<file path="src/hdl/plfm_pkg.sv">
`default_nettype none
package plfm_pkg;

	localparam int ID_W = 48;
	localparam int QTY_W = 16;
	localparam int KIND_W = 2;
	localparam int QUEUE_DEPTH_DEF = 32;

	localparam logic [KIND_W-1:0] KIND_RESTED = 2'd0;
	localparam logic [KIND_W-1:0] KIND_TAKER  = 2'd1;
	localparam logic [KIND_W-1:0] KIND_FILL   = 2'd2;
	localparam logic [KIND_W-1:0] KIND_REJECT = 2'd3;

	typedef struct packed {
		logic             side;
		logic [QTY_W-1:0] quantity;
	} order_t;

	typedef struct packed {
		logic [KIND_W-1:0] record_kind;
		logic [ID_W-1:0]   order_id;
		logic              order_side;
		logic [QTY_W-1:0]  fill_quantity;
		logic              last;
	} record_t;

	// controller -> datapath
	typedef struct packed {
		logic take_in;
		logic fill_step;
	} cmd_t;

	// datapath -> controller
	typedef struct packed {
		logic out_free;
		logic opposite;
		logic fill_last;
	} sts_t;

endpackage
`default_nettype wire

</file>
<file path="src/hdl/plfm_ctrl.sv">
`default_nettype none
module plfm_ctrl (
	input  wire logic         clk,
	input  wire logic         arst_n,
	input  wire logic         order_valid,
	output logic              order_ready,
	input  wire plfm_pkg::sts_t sts,
	output plfm_pkg::cmd_t    cmd
);

	localparam logic ST_IDLE  = 1'b0;
	localparam logic ST_MATCH = 1'b1;

	logic state_q;
	logic state_d;

	assign order_ready   = (state_q == ST_IDLE) && sts.out_free;
	assign cmd.take_in   = order_valid && order_ready;
	assign cmd.fill_step = (state_q == ST_MATCH) && sts.out_free;

	always_comb begin
		state_d = state_q;
		unique case (state_q)
			ST_IDLE: begin
				if (cmd.take_in && sts.opposite) begin
					state_d = ST_MATCH;
				end
			end
			ST_MATCH: begin
				if (cmd.fill_step && sts.fill_last) begin
					state_d = ST_IDLE;
				end
			end
			default: state_d = ST_IDLE;
		endcase
	end

	always_ff @(posedge clk or negedge arst_n) begin
		if (!arst_n) begin
			state_q <= ST_IDLE;
		end else begin
			state_q <= state_d;
		end
	end

endmodule
`default_nettype wire

</file>
<file path="src/hdl/plfm_dpath.sv">
`default_nettype none
module plfm_dpath #(
	parameter int QUEUE_DEPTH = plfm_pkg::QUEUE_DEPTH_DEF
) (
	input  wire logic             clk,
	input  wire logic             arst_n,
	input  wire plfm_pkg::order_t order,
	input  wire plfm_pkg::cmd_t   cmd,
	output plfm_pkg::sts_t        sts,
	output logic                  record_valid,
	input  wire logic             record_ready,
	output plfm_pkg::record_t     record
);

	localparam int PTR_W = $clog2(QUEUE_DEPTH);
	localparam int CNT_W = $clog2(QUEUE_DEPTH + 1);
	localparam int SUM_W = CNT_W + 1;
	localparam int ID_W  = plfm_pkg::ID_W;
	localparam int QTY_W = plfm_pkg::QTY_W;

	logic [ID_W-1:0]  id_mem  [QUEUE_DEPTH];
	logic [QTY_W-1:0] qty_mem [QUEUE_DEPTH];

	logic [PTR_W-1:0] head_q, head_d;
	logic [CNT_W-1:0] count_q, count_d;
	logic             book_side_q, book_side_d;
	logic [ID_W-1:0]  next_id_q;
	logic [ID_W-1:0]  new_id;
	logic [QTY_W-1:0] remaining_q;
	logic [ID_W-1:0]  taker_id_q;
	logic             taker_side_q;
	logic [ID_W-1:0]  rd_id_q;
	logic [QTY_W-1:0] rd_qty_q;

	logic             record_valid_q;
	plfm_pkg::record_t record_q, record_d;

	logic             id_we, qty_we;
	logic [PTR_W-1:0] wr_addr;
	logic [ID_W-1:0]  wr_id;
	logic [QTY_W-1:0] wr_qty;

	logic [SUM_W-1:0] tail_sum;
	logic [PTR_W-1:0] tail;
	logic [PTR_W-1:0] head_inc;
	logic             same_side;
	logic             book_full;

	logic             full_take;
	logic [QTY_W-1:0] fill_qty;
	logic [QTY_W-1:0] rem_new;
	logic [CNT_W-1:0] cnt_new;
	logic             fill_last;

	assign new_id    = next_id_q + ID_W'(1);
	assign same_side = (count_q == '0) || (book_side_q == order.side);
	assign book_full = (count_q == CNT_W'(QUEUE_DEPTH));

	assign tail_sum = SUM_W'(head_q) + SUM_W'(count_q);
	assign tail     = (tail_sum >= SUM_W'(QUEUE_DEPTH)) ?
		PTR_W'(tail_sum - SUM_W'(QUEUE_DEPTH)) : PTR_W'(tail_sum);
	assign head_inc = (head_q == PTR_W'(QUEUE_DEPTH - 1)) ? '0 : head_q + PTR_W'(1);

	// one fill against the front order, using the registered read data
	assign full_take = (rd_qty_q <= remaining_q);
	assign fill_qty  = full_take ? rd_qty_q : remaining_q;
	assign rem_new   = full_take ? (remaining_q - rd_qty_q) : '0;
	assign cnt_new   = full_take ? (count_q - CNT_W'(1)) : count_q;
	assign fill_last = !full_take || (rem_new == '0) || (cnt_new == '0);

	assign sts.out_free  = !record_valid_q || record_ready;
	assign sts.opposite  = !same_side && (order.quantity != '0);
	assign sts.fill_last = fill_last;

	always_comb begin
		head_d      = head_q;
		count_d     = count_q;
		book_side_d = book_side_q;
		id_we       = 1'b0;
		qty_we      = 1'b0;
		wr_addr     = tail;
		wr_id       = new_id;
		wr_qty      = order.quantity;
		record_d    = record_q;
		if (cmd.take_in) begin
			record_d.order_id      = new_id;
			record_d.order_side    = order.side;
			record_d.fill_quantity = order.quantity;
			if (same_side) begin
				record_d.last = 1'b1;
				if (book_full) begin
					record_d.record_kind = plfm_pkg::KIND_REJECT;
				end else begin
					record_d.record_kind = plfm_pkg::KIND_RESTED;
					if (count_q == '0) begin
						book_side_d = order.side;
					end
					id_we   = 1'b1;
					qty_we  = 1'b1;
					count_d = count_q + CNT_W'(1);
				end
			end else begin
				record_d.record_kind = plfm_pkg::KIND_TAKER;
				record_d.last        = (order.quantity == '0);
			end
		end else if (cmd.fill_step) begin
			record_d.record_kind   = plfm_pkg::KIND_FILL;
			record_d.order_id      = rd_id_q;
			record_d.order_side    = book_side_q;
			record_d.fill_quantity = fill_qty;
			record_d.last          = fill_last;
			count_d                = cnt_new;
			if (full_take) begin
				head_d = (cnt_new == '0) ? '0 : head_inc;
				if ((cnt_new == '0) && (rem_new != '0)) begin
					// taker remainder rests alone in slot zero
					book_side_d = taker_side_q;
					id_we       = 1'b1;
					qty_we      = 1'b1;
					wr_addr     = '0;
					wr_id       = taker_id_q;
					wr_qty      = rem_new;
					count_d     = CNT_W'(1);
				end
			end else begin
				qty_we  = 1'b1;
				wr_addr = head_q;
				wr_qty  = rd_qty_q - remaining_q;
			end
		end
	end

	always_ff @(posedge clk) begin
		if (id_we) begin
			id_mem[wr_addr] <= wr_id;
		end
		rd_id_q <= id_mem[head_d];
	end

	always_ff @(posedge clk) begin
		if (qty_we) begin
			qty_mem[wr_addr] <= wr_qty;
		end
		rd_qty_q <= qty_mem[head_d];
	end

	always_ff @(posedge clk or negedge arst_n) begin
		if (!arst_n) begin
			head_q         <= '0;
			count_q        <= '0;
			book_side_q    <= 1'b0;
			next_id_q      <= '0;
			record_valid_q <= 1'b0;
		end else begin
			head_q      <= head_d;
			count_q     <= count_d;
			book_side_q <= book_side_d;
			if (cmd.take_in) begin
				next_id_q <= new_id;
			end
			if (cmd.take_in || cmd.fill_step) begin
				record_valid_q <= 1'b1;
			end else if (record_ready) begin
				record_valid_q <= 1'b0;
			end
		end
	end

	always_ff @(posedge clk) begin
		record_q <= record_d;
		if (cmd.take_in) begin
			remaining_q  <= order.quantity;
			taker_id_q   <= new_id;
			taker_side_q <= order.side;
		end else if (cmd.fill_step) begin
			remaining_q <= rem_new;
		end
	end

	assign record_valid = record_valid_q;
	assign record       = record_q;

endmodule
`default_nettype wire

</file>
<file path="src/hdl/price_level_fifo_matcher.sv">
// One price level of an order book with time priority.
// Order channel (order_valid/order_ready/order): side and quantity of a new
// order. Every accepted item takes the next 48-bit id.
// Record channel (record_valid/record_ready/record): rested, rejected, taker
// and fill records; last marks the final record caused by an order.
// The first record of an order is valid in the cycle after accept.
// Same side or empty book: one record, next order taken as soon as that
// record leaves the output register (one item per cycle when not stalled).
// Opposite side: taker record, then one fill per book order it reaches, the
// last possibly partial, one fill per cycle when not stalled, paced by the
// registered read of the queue memory; a zero-quantity order gives no fills.
// A stalled receiver holds the output register; the block waits and loses
// nothing. Reset empties the book, sets the book side to sell and restarts
// ids at 1; queue memory contents are not cleared.
`default_nettype none
module price_level_fifo_matcher #(
	parameter int QUEUE_DEPTH = plfm_pkg::QUEUE_DEPTH_DEF
) (
	input  wire logic             clk,
	input  wire logic             arst_n,
	input  wire logic             order_valid,
	output logic                  order_ready,
	input  wire plfm_pkg::order_t order,
	output logic                  record_valid,
	input  wire logic             record_ready,
	output plfm_pkg::record_t     record
);

	plfm_pkg::cmd_t cmd;
	plfm_pkg::sts_t sts;

	plfm_ctrl u_ctrl (
		.clk         (clk),
		.arst_n      (arst_n),
		.order_valid (order_valid),
		.order_ready (order_ready),
		.sts         (sts),
		.cmd         (cmd)
	);

	plfm_dpath #(
		.QUEUE_DEPTH (QUEUE_DEPTH)
	) u_dpath (
		.clk          (clk),
		.arst_n       (arst_n),
		.order        (order),
		.cmd          (cmd),
		.sts          (sts),
		.record_valid (record_valid),
		.record_ready (record_ready),
		.record       (record)
	);

	a_one_cmd: assert property (@(posedge clk) disable iff (!arst_n)
		!(cmd.take_in && cmd.fill_step))
		else $error("accept and fill in the same cycle");

	a_rec_after_cmd: assert property (@(posedge clk) disable iff (!arst_n)
		(cmd.take_in || cmd.fill_step) |=> record_valid)
		else $error("record not loaded");

	a_single_last: assert property (@(posedge clk) disable iff (!arst_n)
		(cmd.take_in && !sts.opposite) |=> record.last)
		else $error("single-record item without last");

	a_fill_last: assert property (@(posedge clk) disable iff (!arst_n)
		(cmd.fill_step && sts.fill_last) |=> record.last)
		else $error("final fill record wrong");

endmodule
`default_nettype wire

</file>
<file path="config.mk">
export PLATFORM = sky130hd
export DESIGN_NAME = price_level_fifo_matcher
export DESIGN_NICKNAME = d
export VERILOG_FILES = /design/src/hdl/plfm_pkg.sv /design/src/hdl/plfm_ctrl.sv /design/src/hdl/plfm_dpath.sv /design/src/hdl/price_level_fifo_matcher.sv
export SDC_FILE = /design/constraint.sdc
export NUM_CORES = 2
export LEC_CHECK = 0
export BUFFER_PORTS_ARGS = -buffer_cell sky130_fd_sc_hd__buf_2
export CAP_MARGIN = 30
export CORE_MARGIN = 2
export CORE_UTILIZATION = 45
export CTS_BUF_LIST = sky130_fd_sc_hd__clkbuf_8
export CTS_CLUSTER_DIAMETER = 40
export CTS_CLUSTER_SIZE = 12
export DETAILED_ROUTE_END_ITERATION = 10
export GPL_TIMING_DRIVEN = 0
export SYNTH_ARGS = -nofsm -noshare
export SYNTH_HDL_FRONTEND = slang
export SYNTH_SLANG_ARGS = --single-unit
</file>
<file path="constraint.sdc">
create_clock -name clk -period 7.45 [get_ports clk]
set_input_delay 1.49 -clock clk [delete_from_list [all_inputs] [get_ports clk]]
set_output_delay 1.49 -clock clk [all_outputs]
set_load 0.02 [all_outputs]
</file>
==> flow_summary.json <==
{
  "status": "finished, final reports clean",
  "setup_viol": 0,
  "clock_latency_ns": 1.15,
  "dpl.hpwl_um": 219000,
  "drc_errors": 0,
  "synthTopCellsByCount": "edfxtp_1, nand2_1, mux4_2",
  "yosys.area.top_type_share": 0.699,
  "critPathMaxFanout": 21,
  "htreeDepth": 5,
  "grt_pass1_wl_um": 432000,
  "final-instance-count-excl-fill": 9323,
  "syn_area_per_cell_um2": 16.6,
  "viasPerCell": 6.21,
  "maxSlewHeadroom": 0.204,
  "layout.nets": 6347,
  "synth_cell_types": 86,
  "peakVddDrop_mv": 0.315,
  "hold_buffers": 0,
  "max_freq_mhz": 142,
  "synth-seq-cells": 2307,
  "drtPass1Iterations": 6,
  "overflow": 0,
  "slowest_stage": "nor2_4",
  "post-cts-setup-buffer-count": 0,
  "maxCapViolations": 0,
  "gp_congestion": 0.952,
  "worst_slew_pin_slew_ns": 1.16,
  "cts_buffers": 327,
  "criticalPathCategory": "register to register",
  "finalHoldViolations": 0,
  "fin_crit_sh": 0.948,
  "fillers": 16800,
  "tns_ns": 0,
  "drtAntennaViolNets": 0,
  "hold_path.class": "input pin to asynchronous set/reset pin",
  "io_pins": 91,
  "final_layout_size_suffix_gt1_frac": 0.248,
  "worstPathRequired_ns": 8.21,
  "yosysWarningCount": 0,
  "leakagePower_nw": 36.7,
  "powerDensity_nw_per_um2": 451,
  "fin_skew_ns": 0.113,
  "grt_pass1_vias": 56100,
  "grt_max_degree": 49,
  "clkSlewWorstSetupHoldPaths_ns": 0.07,
  "coreArea_um2": 207000,
  "cpPeakStageDelay_ns": 1.04,
  "netlist_area_um2": 93700,
  "port-buffer-count": 90,
  "dieArea_um2": 212000,
  "crit_path_start_kind": "register",
  "cts-root-buf": "clkbuf_8",
  "cts_resized": 0,
  "synth_top_cell_by_area": "edfxtp_1",
  "vias": 57900,
  "cts_tree": "done",
  "drt-wirelength-per-cell_um": 33.9,
  "area_growth_pct": 16.3,
  "rsz0062_at_grt": "no",
  "path_cells": "inv_1 > ha_1 > inv_1 > fa_1 > a21o_1 > a21o_1 > a21oi_1 > o21a_1 > xnor2_1 > o211ai_1 > a2111oi_4 > nand3_1 > a31oi_1 > nand3_1 > nor2_4 > buf_12 > buf_12",
  "period_minus_slack_ns": 7.07,
  "arrival_ns": 7.82,
  "fp-row-count": 167,
  "netlist_instances": 5643,
  "synth.area.top_cells": "edfxtp_1, mux4_2, nand2_1, mux2_2, dfrtp_1",
  "synth_flop_cell": "edfxtp_1",
  "dp.cells": 8733,
  "grt_usage": 0.295,
  "die_y_um": 460,
  "start_util": 0.452,
  "cts.sinks": 2307,
  "ys_seq_area_frac": 0.729,
  "synth_fp_nets": 5707,
  "cp-end-kind": "register",
  "clockBufferDepth": 4,
  "antenna_found_initial": 12,
  "async_flop_share": 0.0269,
  "synth_edf_count": 2181,
  "post-synth-top-count-cell": "edfxtp_1",
  "wirelength_um": 316000,
  "final_max_slew_viol_count": 0,
  "drt_iter0_drc": 8369,
  "die_w_um": 460
}
cells by family after synthesis:
kind of cell               after synthesis  synth area share
adders and majority gates               43           0.00598
and+or+nand+nor                       1325            0.0634
buffers and inverters                  462            0.0228
DFF                                   2307             0.729
xor gates and xnor gates               100           0.00935
muxes                                  561             0.102
AOI/OAI and AO/OA                      845            0.0674
worst paths after layout:
check                                                  from                          endpoint  slack, ns  depth (start not counted)
max                        u_dpath.remaining_q[0]$_DFFE_PN_   u_dpath.id_mem[7][17]$_DFFE_PP_       0.38                         17
min                                                  arst_n       u_dpath.head_q[3]$_DFF_PN0_       0.27                          1
max reg2reg                u_dpath.remaining_q[0]$_DFFE_PN_   u_dpath.id_mem[7][17]$_DFFE_PP_       0.38                         17
min reg2reg                     u_dpath.rd_id_q[38]$_DFF_P_      u_dpath.record[56]$_DFFE_PN_       0.51                          2
max in group asynchronous                            arst_n  u_dpath.next_id_q[2]$_DFFE_PN0P_       6.44                          2
min in group clk                u_dpath.rd_id_q[38]$_DFF_P_      u_dpath.record[56]$_DFFE_PN_       0.51                          2
layout make-up:
class / instances / area, um2 / share of cell area
Inverter: 95 / 357 / 0.00327
Antenna cell: 5 / 12.5 / 0.000115
Clock inverter: 232 / 2170 / 0.0199
Multi-Input combinational cell: 2874 / 24000 / 0.220
Tap cell: 2788 / 3490 / 0.0320
Clock buffer: 344 / 4730 / 0.0434
Buffer: 367 / 1790 / 0.0164
Sequential cell: 2307 / 68300 / 0.627
Timing Repair Buffer: 311 / 4150 / 0.0380
routing by layer:
metal / up-vias / wire [um] / GRT usage
met5: - / 83 / 0
met1: 29800 / 122000 / 0.397
li1: 23700 / - / -
met4: 7 / 15600 / 0.135
met3: 747 / 36500 / 0.0794
met2: 3603 / 142000 / 0.450
flip-flops by register name (all words and copies together), names as in the netlist, 16 cells and up, named ones only:
| signal | count |
|---|---|
| u_dpath.id_mem | 1536 |
| u_dpath.next_id_q | 48 |
| u_dpath.qty_mem | 512 |
| u_dpath.rd_id_q | 48 |
| u_dpath.rd_qty_q | 16 |
| u_dpath.record | 68 |
| u_dpath.remaining_q | 16 |
| u_dpath.taker_id_q | 48 |
critical path, delay by kind of cell (launching register included):
family / cells / cell delay, ns
DFF: 1 / 0.42
xor gates and xnor gates: 1 / 0.19
AOI/OAI and AO/OA: 7 / 2.64
adders and majority gates: 2 / 0.63
and+or+nand+nor: 3 / 2.15
buffers and inverters: 4 / 0.64
cell usage in the layout (no fill, tap or decap), drive strengths merged, types with 8 or more instances in the layout:
master,synthesis,layout
o21a,14,14
nor4,8,8
dfrtp,62,62
mux4,297,297
a32oi,75,75
nand4,11,11
clkinv,0,94
o2111a,13,13
a31o,42,42
xor2,35,35
bufinv,0,29
inv,95,164
o21ai,142,142
o221a,8,8
a2111oi,90,90
and2,10,10
o311ai,86,86
a31oi,8,8
a21o,12,12
a22oi,10,10
edfxtp,2181,2181
dfxtp,64,64
buf,185,489
nor3,26,26
and3,161,161
a211oi,146,146
clkinvlp,0,40
o211ai,13,13
a21oi,107,107
clkbuf,182,526
xnor2,65,65
a21boi,17,17
nor2,239,239
mux2i,104,104
nand2,636,636
mux2,160,160
ha,40,40
nand3,184,184
or3,11,11
where the power goes:
part	internal [mW]	switching, mW	leakage, nW
Combinational	7.10	14.3	11.6
Sequential	16.6	0.498	21.6
Clock	5.45	5.30	3.55
metrics by stage:
step / util / hold WS, ns / setup WS (ns) / cell area (um2) / power [mW]
global route: 0.526 / 0.270 / 0.115 / 109000 / 50.8
global placement: 0.472 / 0.506 / -4.05 / 97600 / 37.1
floorplan: - / 0.473 / 1.29 / 93700 / 29.2
finish: 0.526 / 0.270 / 0.385 / 109000 / 49.2
CTS: 0.526 / 0.225 / 0.507 / 109000 / 48.9
detailed placement: 0.492 / 0.507 / 0.554 / 102000 / 38.2
Note: power is estimated with default switching activity, not from simulation.
